### config.mk
export PLATFORM = sky130hd
export DESIGN_NAME = button_debounce_sequence_detect_core
export DESIGN_NICKNAME = d
export VERILOG_FILES = /design/src/rtl/core/bdsd_pkg.sv /design/src/rtl/core/button_debounce_sequence_detect_core.sv /design/src/rtl/core/bdsd_lane.sv /design/src/rtl/core/bdsd_merge.sv /design/src/rtl/core/bdsd_outbuf.sv
export VERILOG_INCLUDE_DIRS = /design/src /design/src/rtl/core
export SDC_FILE = /design/constraint.sdc
export NUM_CORES = 1
export LEC_CHECK = 0
export BUFFER_PORTS_ARGS = -buffer_cell sky130_fd_sc_hd__buf_4
export CORE_ASPECT_RATIO = 1.1
export CORE_MARGIN = 1
export CORE_UTILIZATION = 55
export CTS_BUF_LIST = sky130_fd_sc_hd__clkbuf_2 sky130_fd_sc_hd__clkbuf_4 sky130_fd_sc_hd__clkbuf_8
export CTS_CLUSTER_DIAMETER = 60
export CTS_CLUSTER_SIZE = 40
export DETAILED_ROUTE_END_ITERATION = 6
export PLACE_DENSITY = 0.71
export SLEW_MARGIN = 20
export SYNTH_ARGS = -nofsm -noshare
export SYNTH_HDL_FRONTEND = slang
export SYNTH_HIERARCHICAL = 1
export SYNTH_SLANG_ARGS = --single-unit
### constraint.sdc
create_clock -name clk_i -period 8.63 [get_ports clk_i]
set_input_delay 1.726 -clock clk_i [delete_from_list [all_inputs] [get_ports clk_i]]
set_output_delay 1.726 -clock clk_i [all_outputs]
set_load 0.01 [all_outputs]
### src/rtl/core/button_debounce_sequence_detect_core_defines.svh
// Assertion macros shared by the debounce and sequence detect core.
// Included by the top level only; expects clk_i and rst_ni in the including scope.
`ifndef BUTTON_DEBOUNCE_SEQUENCE_DETECT_CORE_DEFINES_SVH
`define BUTTON_DEBOUNCE_SEQUENCE_DETECT_CORE_DEFINES_SVH

// Same-cycle implication, checked outside reset.
`define BDSD_ASSERT(lbl, prop, msg) \
  lbl: assert property (@(posedge clk_i) disable iff (!rst_ni) prop) \
    else $error(msg);

// Implication into the next cycle, checked outside reset.
`define BDSD_ASSERT_NEXT(lbl, ante, cons, msg) \
  lbl: assert property (@(posedge clk_i) disable iff (!rst_ni) (ante) |=> (cons)) \
    else $error(msg);

`endif

### src/rtl/core/bdsd_pkg.sv
// Shared types and constants of the debounce and sequence detect core.
// Used by the top level, the lane and the merge stage in rtl/core.
package bdsd_pkg;

  typedef enum logic [1:0] {
    MODE_POLL = 2'd0,
    MODE_INIT = 2'd1,
    MODE_TAKE = 2'd2
  } mode_e;

  typedef enum logic [1:0] {
    REG_DEBOUNCE = 2'd0,
    REG_TIMEOUT  = 2'd1,
    REG_TABLE    = 2'd2
  } reg_idx_e;

  localparam logic [15:0] DEBOUNCE_RESET = 16'd30;
  localparam logic [15:0] TIMEOUT_RESET  = 16'd5000;
  localparam logic [31:0] TABLE_RESET    = 32'd825;

  typedef struct packed {
    logic press;   // armed button reached a debounced press
    logic stable;  // debounced pressed level after the request
  } lane_stat_t;

endpackage

### src/rtl/core/button_debounce_sequence_detect_core.sv
// Button debouncer with press-order sequence detector.
// Each result enters a two-entry result buffer when its request is accepted;
// the buffer absorbs output stalls. Throughput: one request per cycle while
// the buffer has room; lane timers and the merge stage are combinational.
// Reset: configuration returns to defaults, all lanes released and disarmed,
// detector idle and no calibration pending; no clearing pass is needed.
`include "button_debounce_sequence_detect_core_defines.svh"

module button_debounce_sequence_detect_core #(
  parameter int NUM_BUTTONS     = 5,
  parameter int SEQUENCE_LENGTH = 4,
  parameter int TIME_WIDTH      = 32,
  localparam int CfgW = (2 * NUM_BUTTONS > 16) ? 2 * NUM_BUTTONS : 16
) (
  input  logic                   clk_i,
  input  logic                   rst_ni,
  input  logic                   cfg_we_i,
  input  logic [1:0]             cfg_idx_i,
  input  logic [CfgW-1:0]        cfg_wdata_i,
  input  logic                   in_valid_i,
  output logic                   in_ready_o,
  input  logic [1:0]             mode_i,
  input  logic [TIME_WIDTH-1:0]  now_ms_i,
  input  logic [NUM_BUTTONS-1:0] pin_levels_i,
  output logic                   out_valid_o,
  input  logic                   out_ready_i,
  output logic [1:0]             event_code_o,
  output logic                   calibration_taken_o,
  output logic [NUM_BUTTONS-1:0] btn_stable_o
);
  import bdsd_pkg::*;

  localparam int TableW = 2 * NUM_BUTTONS;
  localparam int ResW   = 3 + NUM_BUTTONS;

  logic [15:0]            debounce_q;
  logic [15:0]            timeout_q;
  logic [TableW-1:0]      table_q;
  logic                   accept;
  mode_e                  mode;
  logic [NUM_BUTTONS-1:0] pressed;
  lane_stat_t             lane_stat [NUM_BUTTONS];
  logic [NUM_BUTTONS-1:0] press_vec;
  logic [NUM_BUTTONS-1:0] stable_vec;
  logic [1:0]             res_event;
  logic                   res_taken;
  logic [ResW-1:0]        res_data;
  logic [ResW-1:0]        out_data;

  always_ff @(posedge clk_i or negedge rst_ni) begin
    if (!rst_ni) begin
      debounce_q <= DEBOUNCE_RESET;
      timeout_q  <= TIMEOUT_RESET;
      table_q    <= TableW'(TABLE_RESET);
    end else if (cfg_we_i) begin
      unique case (cfg_idx_i)
        REG_DEBOUNCE: debounce_q <= cfg_wdata_i[15:0];
        REG_TIMEOUT:  timeout_q  <= cfg_wdata_i[15:0];
        REG_TABLE:    table_q    <= cfg_wdata_i[TableW-1:0];
        default: ;
      endcase
    end
  end

  assign accept  = in_valid_i && in_ready_o;
  assign mode    = mode_e'(mode_i);
  assign pressed = ~pin_levels_i;

  for (genvar g = 0; g < NUM_BUTTONS; g++) begin : g_lane
    bdsd_lane #(
      .TIME_WIDTH(TIME_WIDTH)
    ) u_lane (
      .clk_i     (clk_i),
      .rst_ni    (rst_ni),
      .step_i    (accept),
      .mode_i    (mode),
      .now_i     (now_ms_i),
      .pressed_i (pressed[g]),
      .debounce_i(debounce_q),
      .stat_o    (lane_stat[g])
    );
    assign press_vec[g]  = lane_stat[g].press;
    assign stable_vec[g] = lane_stat[g].stable;
  end

  bdsd_merge #(
    .NUM_BUTTONS    (NUM_BUTTONS),
    .SEQUENCE_LENGTH(SEQUENCE_LENGTH),
    .TIME_WIDTH     (TIME_WIDTH)
  ) u_merge (
    .clk_i    (clk_i),
    .rst_ni   (rst_ni),
    .step_i   (accept),
    .mode_i   (mode),
    .now_i    (now_ms_i),
    .press_i  (press_vec),
    .table_i  (table_q),
    .timeout_i(timeout_q),
    .event_o  (res_event),
    .taken_o  (res_taken)
  );

  assign res_data = {res_event, res_taken, stable_vec};

  bdsd_outbuf #(
    .W(ResW)
  ) u_outbuf (
    .clk_i      (clk_i),
    .rst_ni     (rst_ni),
    .push_i     (accept),
    .data_i     (res_data),
    .ready_o    (in_ready_o),
    .valid_o    (out_valid_o),
    .pop_ready_i(out_ready_i),
    .data_o     (out_data)
  );

  assign event_code_o        = out_data[ResW-1 -: 2];
  assign calibration_taken_o = out_data[NUM_BUTTONS];
  assign btn_stable_o        = out_data[NUM_BUTTONS-1:0];

  `BDSD_ASSERT_NEXT(a_result_follows, accept, out_valid_o, "result missing after request")
  `BDSD_ASSERT(a_event_poll_only, accept && res_event != 2'd0 |-> mode == MODE_POLL, "stray event")
  `BDSD_ASSERT(a_taken_take_only, accept && res_taken |-> mode == MODE_TAKE, "stray calibration")
  `BDSD_ASSERT(a_full_has_output, !in_ready_o |-> out_valid_o, "buffer full without output")

endmodule

### src/rtl/core/bdsd_lane.sv
// One button lane: raw level tracking, debounce timer and arming.
// Depends on bdsd_pkg.
module bdsd_lane #(
  parameter int TIME_WIDTH = 32
) (
  input  logic                  clk_i,
  input  logic                  rst_ni,
  input  logic                  step_i,
  input  bdsd_pkg::mode_e       mode_i,
  input  logic [TIME_WIDTH-1:0] now_i,
  input  logic                  pressed_i,
  input  logic [15:0]           debounce_i,
  output bdsd_pkg::lane_stat_t  stat_o
);
  import bdsd_pkg::*;

  logic                  last_q, last_d;
  logic                  stable_q, stable_d;
  logic                  armed_q, armed_d;
  logic [TIME_WIDTH-1:0] ct_q, ct_d;
  logic                  changed;
  logic [TIME_WIDTH-1:0] ct_eff;
  logic [TIME_WIDTH-1:0] elapsed;
  logic                  settled;
  logic                  press;

  assign changed = pressed_i != last_q;
  assign ct_eff  = changed ? now_i : ct_q;
  assign elapsed = now_i - ct_eff;
  assign settled = (pressed_i != stable_q) && (elapsed >= TIME_WIDTH'(debounce_i));

  always_comb begin
    last_d   = last_q;
    stable_d = stable_q;
    armed_d  = armed_q;
    ct_d     = ct_q;
    press    = 1'b0;
    unique case (mode_i)
      MODE_POLL: begin
        last_d = pressed_i;
        ct_d   = ct_eff;
        if (settled) begin
          stable_d = pressed_i;
          if (pressed_i) begin
            press = armed_q;
          end else begin
            armed_d = 1'b1;
          end
        end
      end
      MODE_INIT: begin
        last_d   = pressed_i;
        stable_d = pressed_i;
        armed_d  = ~pressed_i;
        ct_d     = now_i;
      end
      default: ;
    endcase
  end

  assign stat_o.press  = press;
  assign stat_o.stable = stable_d;

  always_ff @(posedge clk_i or negedge rst_ni) begin
    if (!rst_ni) begin
      last_q   <= 1'b0;
      stable_q <= 1'b0;
      armed_q  <= 1'b0;
      ct_q     <= '0;
    end else if (step_i) begin
      last_q   <= last_d;
      stable_q <= stable_d;
      armed_q  <= armed_d;
      ct_q     <= ct_d;
    end
  end

endmodule

### src/rtl/core/bdsd_merge.sv
// Merge stage: priority pick of lane presses, sequence detector and
// pending calibration flag. Depends on bdsd_pkg.
module bdsd_merge #(
  parameter int NUM_BUTTONS     = 5,
  parameter int SEQUENCE_LENGTH = 4,
  parameter int TIME_WIDTH      = 32
) (
  input  logic                     clk_i,
  input  logic                     rst_ni,
  input  logic                     step_i,
  input  bdsd_pkg::mode_e          mode_i,
  input  logic [TIME_WIDTH-1:0]    now_i,
  input  logic [NUM_BUTTONS-1:0]   press_i,
  input  logic [2*NUM_BUTTONS-1:0] table_i,
  input  logic [15:0]              timeout_i,
  output logic [1:0]               event_o,
  output logic                     taken_o
);
  import bdsd_pkg::*;

  localparam int IdxW  = $clog2(NUM_BUTTONS);
  localparam int StepW = $clog2(SEQUENCE_LENGTH);
  localparam int CmpW  = (IdxW > StepW) ? IdxW : StepW;

  logic [StepW-1:0]      step_q, step_d;
  logic [TIME_WIDTH-1:0] start_q, start_d;
  logic                  pending_q, pending_d;

  logic [IdxW-1:0]       first_idx;
  logic [1:0]            code;
  logic                  any_press;
  logic                  multi_press;
  logic [TIME_WIDTH-1:0] elapsed;
  logic                  timed_out;
  logic [StepW-1:0]      s0;
  logic [StepW-1:0]      s1;
  logic                  restarted;
  logic                  expired_end;

  // Lowest pressed lane feeds the detector; lowest pressed lane with a
  // nonzero code gives the event.
  always_comb begin
    first_idx = '0;
    code      = 2'd0;
    for (int i = NUM_BUTTONS - 1; i >= 0; i--) begin
      if (press_i[i]) begin
        first_idx = IdxW'(i);
        if (table_i[2*i +: 2] != 2'd0) begin
          code = table_i[2*i +: 2];
        end
      end
    end
  end

  assign any_press   = |press_i;
  assign multi_press = (press_i & (press_i - NUM_BUTTONS'(1))) != '0;
  assign elapsed     = now_i - start_q;
  assign timed_out   = elapsed >= TIME_WIDTH'(timeout_i);

  always_comb begin
    s0          = (step_q != '0 && timed_out) ? '0 : step_q;
    s1          = step_q;
    restarted   = 1'b0;
    expired_end = 1'b0;
    pending_d   = pending_q;
    start_d     = start_q;
    event_o     = 2'd0;
    taken_o     = 1'b0;
    step_d      = step_q;
    unique case (mode_i)
      MODE_POLL: begin
        event_o = code;
        if (any_press) begin
          if (first_idx == '0) begin
            s1        = StepW'(1);
            start_d   = now_i;
            restarted = 1'b1;
          end else if (int'(first_idx) < SEQUENCE_LENGTH &&
                       CmpW'(first_idx) == CmpW'(s0)) begin
            if (int'(s0) == SEQUENCE_LENGTH - 1) begin
              s1        = '0;
              pending_d = 1'b1;
            end else begin
              s1 = s0 + StepW'(1);
            end
          end else begin
            s1 = '0;
          end
          if (multi_press) begin
            s1 = '0;
          end
        end
        // A run restarted in this request has zero elapsed time.
        expired_end = (s1 != '0) &&
                      (restarted ? (timeout_i == 16'd0) : timed_out);
        step_d = expired_end ? '0 : s1;
      end
      MODE_INIT: begin
        pending_d = 1'b0;
        step_d    = '0;
        start_d   = now_i;
      end
      MODE_TAKE: begin
        taken_o   = pending_q;
        pending_d = 1'b0;
      end
      default: ;
    endcase
  end

  always_ff @(posedge clk_i or negedge rst_ni) begin
    if (!rst_ni) begin
      step_q    <= '0;
      start_q   <= '0;
      pending_q <= 1'b0;
    end else if (step_i) begin
      step_q    <= step_d;
      start_q   <= start_d;
      pending_q <= pending_d;
    end
  end

endmodule

### src/rtl/core/bdsd_outbuf.sv
// Two-entry result buffer that decouples the input and output handshakes.
// Self-contained; depends on nothing else.
module bdsd_outbuf #(
  parameter int W = 8
) (
  input  logic         clk_i,
  input  logic         rst_ni,
  input  logic         push_i,
  input  logic [W-1:0] data_i,
  output logic         ready_o,
  output logic         valid_o,
  input  logic         pop_ready_i,
  output logic [W-1:0] data_o
);

  logic [W-1:0] mem_q [2];
  logic         wr_q, rd_q;
  logic [1:0]   cnt_q, cnt_d;
  logic         pop;

  assign ready_o = cnt_q != 2'd2;
  assign valid_o = cnt_q != 2'd0;
  assign data_o  = mem_q[rd_q];
  assign pop     = valid_o && pop_ready_i;

  always_comb begin
    case ({push_i, pop})
      2'b10:   cnt_d = cnt_q + 2'd1;
      2'b01:   cnt_d = cnt_q - 2'd1;
      default: cnt_d = cnt_q;
    endcase
  end

  always_ff @(posedge clk_i or negedge rst_ni) begin
    if (!rst_ni) begin
      wr_q  <= 1'b0;
      rd_q  <= 1'b0;
      cnt_q <= 2'd0;
    end else begin
      cnt_q <= cnt_d;
      if (push_i) begin
        wr_q <= ~wr_q;
      end
      if (pop) begin
        rd_q <= ~rd_q;
      end
    end
  end

  always_ff @(posedge clk_i) begin
    if (push_i) begin
      mem_q[wr_q] <= data_i;
    end
  end

endmodule

==> results of run 1 <==
==> per-layer routing <==
metal / GRT usage / part of all wire / vias to the layer above
met5: 0 / 0 / -
met4: 0.162 / 0.052 / 0
met3: 0.0372 / 0.057 / 187
met2: 0.529 / 0.45 / 819
met1: 0.436 / 0.44 / 12995
li1: - / - / 13192
==> cells in the mapped netlist (27+ instances only) <==
cell type | count | area [um2]
a21o_1 | 77 | 578
xor2_1 | 43 | 377
buf_2 | 27 | 135
buf_4 | 31 | 233
o21a_1 | 37 | 278
mux2i_1 | 114 | 1140
xnor2_1 | 105 | 920
inv_1 | 251 | 942
maj3_1 | 40 | 400
nand4_1 | 39 | 244
nor2_1 | 241 | 905
nand2_1 | 326 | 1220
and2_1 | 42 | 263
a211oi_1 | 71 | 533
nor3_1 | 37 | 185
dfrtp_1 | 241 | 6030
ha_1 | 237 | 2970
nand2b_1 | 91 | 569
o21ai_0 | 239 | 1200
nor2b_1 | 62 | 388
mux2_2 | 160 | 1800
o211ai_1 | 38 | 285
a21oi_1 | 261 | 1310
clkbuf_1 | 91 | 342
nand3_1 | 118 | 591
and3_1 | 39 | 244
a31oi_1 | 32 | 200
==> per-stage QoR <==
stage	worst slack, ns	instance area [um2]	std cells	util
final	0.791	31400	4295	0.595
after global routing	0.231	31400	4295	0.595
after CTS	0.906	31400	4293	0.594
after detailed placement	0.278	30600	4229	0.579
after global placement	0.510	30600	4229	0.579
after floorplan	0.599	29600	3602	-
==> cell families after synthesis <==
logic type	count (synthesis)
xor+xnor	158
flops	272
buf+inv	407
simple gates	1116
compound gates	1084
mux	282
fa+ha+maj	283
==> area by class of cell <==
type / instances / share of cell area
multi-input combinational: 2923 / 0.671
sequential: 272 / 0.220
inverter: 251 / 0.0300
timing repair buffer: 109 / 0.0273
tap: 675 / 0.0269
clock buffer: 41 / 0.0174
clock inverter: 23 / 0.00748
antenna: 1 / 0.0000796
==> report_power, final <==
part	internal (uW)	switching (uW)
logic	3720	5140
registers	1850	556
clock network	515	609
total	6090	6310
==> sequential cells by signal, indices dropped and copies added, names as in the netlist, 2 cells and up <==
signal                  count
g_lane.u_lane/ct_q        160
u_merge/start_q            32
g_lane.u_lane/armed_q       5
u_outbuf/mem_q             16
g_lane.u_lane/last_q        5
timeout_q                  16
u_outbuf/cnt_q              2
g_lane.u_lane/stable_q      5
table_q                    10
u_merge/step_q              2
debounce_q                 16
==> worst max-delay path, delay by kind of cell <==
family	cells	cell delay, ns
xor+xnor	2	0.32
buf+inv	3	0.72
fa+ha+maj	2	0.54
simple gates	10	2.06
compound gates	15	2.95
==> how the worst max path moves through the flow <==
stage | startpoint | end | slack (ns) | cells past startpoint
2_1_floorplan | pin_levels_i[1] | u_merge/pending_q$_DFFE_PN0P_ | 0.60 | 34
3_3_place_gp | pin_levels_i[1] | u_merge/pending_q$_DFFE_PN0P_ | 0.51 | 32
3_5_place_dp | pin_levels_i[1] | u_merge/pending_q$_DFFE_PN0P_ | 0.28 | 32
4_1_cts | pin_levels_i[1] | u_merge/pending_q$_DFFE_PN0P_ | 0.91 | 32
5_1_grt | pin_levels_i[1] | u_merge/pending_q$_DFFE_PN0P_ | 0.23 | 32
6_report | pin_levels_i[1] | u_merge/pending_q$_DFFE_PN0P_ | 0.79 | 32
==> impl_results.md, run 1 <==
- Pwr Density: about 400 nW/um2
- Worst skew pair latency: 0.64 ns
- Crit. End Element: flip-flop
- Final Total Pwr: ~12,000 uW
- CTS Sinks: between 200 and 300
- Slew of the pin with the lowest slew margin: about 0.9 ns
- Worst hold path stage count: 2
- Die area: between 50,000 and 60,000 um2
- Mapped Area: a little under 30,000 um2
- TritonRoute pass-1 iters: 6
- Root buffer cell: clkbuf_8
- Num CTS Buffers: 36
- Synthesized instance count: 3,602
- Vias per Instance: approximately 6.3
- Status: finished, final reports clean
- Critical Path Slowest Stage Cell: nor4_4
- Post-synth net total: around 3,900
- Fmax: ~130 MHz
- Largest family of logic cells by synthesized area: compound AO/OA/AOI/OAI gates
- Nets: 3,893
- First-pass GRT wire length: 141,000 um
- Die Wd: roughly 220 um
- CP startpoint kind: input port
- # Post-CTS Setup Buffers: 0
- Netlist cell types: 93
- Initial antenna violation count: 4
- Area taken by multi-input logic gates: 21,100 um2
- Worst Skew: 0.0340 ns
- Simple-Gate Fraction of Synth Area: 0.193
- Post-Synth Adder-Cell Area: 0.116
- Worst hold margin: about 0.5 ns
- Leakage Power: roughly 0.014 uW
- Post-route minimum period: between 7 and 8 ns
- Mux share of post-synthesis cell area: 0.102
- Most frequent cells in the layout: nand2_1 (326), a21oi_1 (260), inv_1 (251)
- Total GRT Usage: 0.328
- Finish-stage setup viols: 0
- CTS Buffer Depth: 3
- Vias: approximately 27,000
- Largest net degree at the start of global routing: ~130
- Fin crit share: 0.908
- GP Congestion: 0.992
- Number of synthesized flops with an enable pin: 16
- Reg2reg start: g_lane[3].u_lane/last_q$_DFFE_PN0P_
- Commonest non-fill, non-tap cell in the layout: nand2_1
- Hold worst-path end: g_lane[3].u_lane/ct_q[0]$_DFFE_PN0P_
- Number of fill cells: about 4,800
- Worst-path fanout max: 24
- Reg2reg setup slack: 1.62 ns
- Post-synth ARST share: 0.941
- Final Slew Violations: 0
- Setup TNS: 0 ns
- Vias in the first global route: 25,720
- Wire per inst: ~21 um
- # port buffers: just over 70
- Initial Utilization: 0.560
- Core area: around 53,000 um2
- DRC Markers: 0
- Die H: ~250 um
- Routed WL: between 90,000 and 100,000 um
- ANT nets after route: 0
- Worst vdd ir: approximately 0.2 mV
- Synthesis warning total: 6
- Compound-Gate Fraction of Synth Area: 0.248
- Worst slew margin: 0.380
- Maxcap violations: 0
- Area Growth Syn to Fin: 6.18%
- Final Hold Fails: 0
- TritonCTS clock tree: yes
- Seq/Total Area, Yosys: 0.233
- DRT iter0 DRCs: approximately 2,300
- RSZ-0062 raised after global routing: false
- Hold Buf Count CTS: 0
- Post-DP HPWL: between 60,000 and 70,000 um
- IO Pins: roughly 70
- Largest stage delay on the critical path: roughly 0.43 ns
- CP arrival: 8.36 ns
- Crit path kind: input port to flip-flop
- R2R Path End: u_merge/pending_q$_DFFE_PN0P_
- # rows: 88
- # H-tree levels: 2
- FF+latch count, synth: around 270
- Post-CTS sizing: 0
- Most frequent CP cell: nor2_1
- Worst hold start: g_lane[3].u_lane/ct_q[0]$_DFFE_PN0P_
- Hold WC Path Type: flip-flop to flip-flop
- Post-Synth XOR/XNOR Area: 0.0493
- Clock transition at the registers of the reported paths: about 0.10 ns
- CP Data Required Time: around 9.2 ns
- Reg2reg path depth: 29
- Area occupied by registers: roughly 6900 um2
- Layout cells sized above 1: 0.123
- Prevailing post-synth register cell: dfrtp_1
- Post-Syn Area per Cell: between 8 and 9 um2
- GR Overflow Total: 0
(Power assumes the default switching activity.)
==> inputs of run 2 (changes only) <==
Settings changed: ABC_AREA from default to 1.
==> impl_results.md, run 2 <==
- Commonest non-fill, non-tap cell in the layout: nand2_1
- Number of synthesized flops with an enable pin: 16 (unchanged)
- Slew of the pin with the lowest slew margin: 1.16 ns (+0.238 ns)
- # port buffers: 71 (unchanged)
- Final Slew Violations: 0 (unchanged)
- Share of the synthesized area in the top cell type: 0.181 (-0.0230)
- Fin area: 35,300 um2 (+12%)
- DRC Markers: 0 (unchanged)
- Top cells by count, synth: nand2_1 (1,504), inv_1 (996), nor2_1 (371)
- Largest net degree at the start of global routing: 142 (+13%)
- Finish-stage setup viols: 0 (unchanged)
- FF+latch count, synth: 272 (unchanged)
- TritonCTS clock tree: yes
- Critical Path Slowest Stage Cell: buf_4
- Status: finished, final reports clean
- Netlist cell types: 57 (-39%)
- Most frequent cells in the layout: nand2_1 (1,504), inv_1 (996), nor2_1 (366)
- Layout cells sized above 1: 0.120 (-0.00222)
- Worst vdd ir: 0.210 mV (+4.9%)
- CP delay by family, top: simple AND/OR/NAND/NOR gates
- CTS Buffer Depth: 3 (unchanged)
- P_sw: 6640 uW (+5.4%)
- Die Wd: 237 um (+6.1%)
- Largest stage delay on the critical path: 0.61 ns (+0.18 ns)
- Setup TNS: 0 ns (unchanged)
- ANT nets after route: 0 (unchanged)
- Comb pwr share: 0.719 (+0.004)
- Hold Buf Count CTS: 0 (unchanged)
- IO Pins: 72 (unchanged)
- Switch share: 0.556 (+0.0476)
- Post-Syn Area per Cell: 6.35 um2 (-23%)
- Crit path kind: input port to flip-flop
- Vias: 33,289 (+22%)
- Most frequent CP cell: nand2_1
- Final Hold Fails: 0 (unchanged)
- Pwr Density: 338 nW/um2 (-14%)
- Seq/Total Area, Yosys: 0.207 (-0.0264)
- CTS Sinks: 272 (unchanged)
- # rows: 94 (+6.8%)
- # Post-CTS Setup Buffers: 0 (unchanged)
- First-pass GRT wire length: 167,000 um (+18%)
- Total GRT Usage: 0.345 (+0.0169)
- Die H: 260 um (+6.1%)
- Top flop regs: g_lane.u_lane/ct_q (160), u_merge/start_q (32)
- Nets: 5,570 (+43%)
- Synthesis warning total: 6 (unchanged)
- Maxcap violations: 0 (unchanged)
- Die area: 61,700 um2 (+13%)
- Post-DP HPWL: 79,700 um (+22%)
- Area occupied by registers: 6910 um2 (unchanged)
- Clock power share: 0.097 (+0.006)
- Clock transition at the registers of the reported paths: 0.10 ns (about the same)
- Root buffer cell: clkbuf_8
- Mapped Area: 33,400 um2 (+13%)
- CP startpoint kind: input port
- DRT iter0 DRCs: 2,588 (+14%)
- Area taken by multi-input logic gates: 21,700 um2 (+2.9%)
- Worst skew pair latency: 0.67 ns (+0.03 ns)
- CP Data Required Time: 9.19 ns (+0.04 ns)
- DP Cell Count: 5,998 (+42%)
- Routed WL: 106,000 um (+17%)
- GR Overflow Total: 0 (unchanged)
- Post-synth ARST share: 0.941 (unchanged)
- Post-CTS sizing: 0 (unchanged)
- Number of fill cells: 6,014 (+24%)
- Area of placed instances: 34,400 um2 (+12%)
- Worst slew margin: 0.223 (-0.157)
- Layout Cells excl Fill: 6,065 (+41%)
- CP arrival: 7.23 ns (-1.13 ns)
- Internal power: 5300 uW (-13%)
- Sequential power share: 0.185 (-0.009)
- Worst hold margin: 0.470 ns (-0.0164 ns)
- Top-count cell post-synth: nand2_1
- Vias in the first global route: 30,471 (+18%)
- Wire per inst: 17.4 um (-17%)
- Area Growth Syn to Fin: 5.72%
- Area contributors post-synth: dfrtp_1 (18%), nand2_1 (17%), inv_1 (11%), ha_1 (8.9%), nor2_1 (4.2%)
- Biggest register: g_lane.u_lane/ct_q
- Dominant cell type by area after synthesis: dfrtp_1
- Post-route minimum period: 6.67 ns (-1.17 ns)
- Prevailing post-synth register cell: dfrtp_1
- RSZ-0062 raised after global routing: false
- Fin crit share: 0.773 (-0.136)
- Fmax: 150 MHz (+18%)
- Leakage Power: 0.0191 uW (+39%)
- GP Congestion: 1.03 (+3.7%)
- Worst-path fanout max: 47 (+96%)
- Vias per Instance: 5.49 (-13%)
- Number of flip-flops in the largest register: 160 (unchanged)
- Post-synth net total: 5,555 (+42%)
- Sum of buffers and inverters on the critical path: 6 (+3)
- Final core utilization: 0.589 (-0.00532)
- Synthesized instance count: 5,255 (+46%)
- TritonRoute pass-1 iters: 6 (unchanged)
- Hold WC Path Type: flip-flop to flip-flop
- # H-tree levels: 2 (unchanged)
- Num CTS Buffers: 36 (unchanged)
- Worst Skew: 0.0630 ns (+0.0290 ns)
- Initial Utilization: 0.558 (-0.00262)
- Crit. End Element: flip-flop
- Initial antenna violation count: 1 (-3)
- Core area: 59,900 um2 (+13%)
[run 2: tightest hold or removal path, cell delays in order (launching register included)]
cell and delay, ns:
dfstp_2 0.38, nand2_1 0.05, nand2_1 0.04
[run 2: per-layer routing]
| metal | vias up | routed length (um) | share of wire | track usage |
|---|---|---|---|---|
| met5 | - | 0 | 0 | 0 |
| met1 | 15345 | 47100 | 0.45 | 0.460 |
| met3 | 188 | 6580 | 0.062 | 0.0407 |
| met2 | 995 | 47300 | 0.45 | 0.565 |
| li1 | 16761 | - | - | - |
| met4 | 0 | 4820 | 0.046 | 0.144 |
[run 2: through the flow]
stage	setup WS, ns	power, uW
CTS	2.12	11900
detailed placement	1.42	10700
floorplan	2.24	8790
global route	1.45	13300
finish	1.96	11900
global placement	1.50	10600
[run 2: worst paths after layout]
kind,start,endpoint,slack [ns],depth (start not counted)
hold reg to reg,timeout_q[12]$_DFFE_PN1P_,timeout_q[12]$_DFFE_PN1P_,0.47,2
setup / recovery,pin_levels_i[2],u_merge/pending_q$_DFFE_PN0P_,1.96,37
min in group asynchronous,rst_ni,g_lane[3].u_lane/ct_q[29]$_DFFE_PN0P_,1.00,1
hold / removal,timeout_q[12]$_DFFE_PN1P_,timeout_q[12]$_DFFE_PN1P_,0.47,2
max in group asynchronous,rst_ni,g_lane[0].u_lane/ct_q[29]$_DFFE_PN0P_,6.35,2
setup reg to reg,g_lane[2].u_lane/last_q$_DFFE_PN0P_,u_merge/pending_q$_DFFE_PN0P_,2.87,36
[run 2: cell families (layout without fill, tap and decap cells)]
kind of cell,Yosys count,count (layout),synth area share
and+or+nand+nor,2619,2619,0.380
DFF,272,272,0.207
other,0,1,0
adders and majority gates,238,238,0.0894
muxes,56,56,0.0168
buffers and inverters,1208,1249,0.144
AOI/OAI and AO/OA,774,774,0.139
xor gates and xnor gates,88,88,0.0233
[run 2: area by class of cell]
type / count / share of cell area
Multi-Input combinational cell: 3775 / 0.615
Sequential cell: 272 / 0.196
Inverter: 1097 / 0.118
Tap cell: 768 / 0.0272
Timing Repair Buffer: 88 / 0.0204
Clock buffer: 38 / 0.0146
Clock inverter: 26 / 0.00929
Antenna cell: 1 / 0.0000709
[run 2: power groups by stage]
stage / Sequential [uW] / Clock (uW) / Combinational [uW]
after global routing: 2270 / 1230 / 9770
after floorplan: 2100 / 0 / 6700
final: 2210 / 1150 / 8580
after CTS: 2200 / 1190 / 8500
after detailed placement: 2220 / 0 / 8450
after global placement: 2210 / 0 / 8350
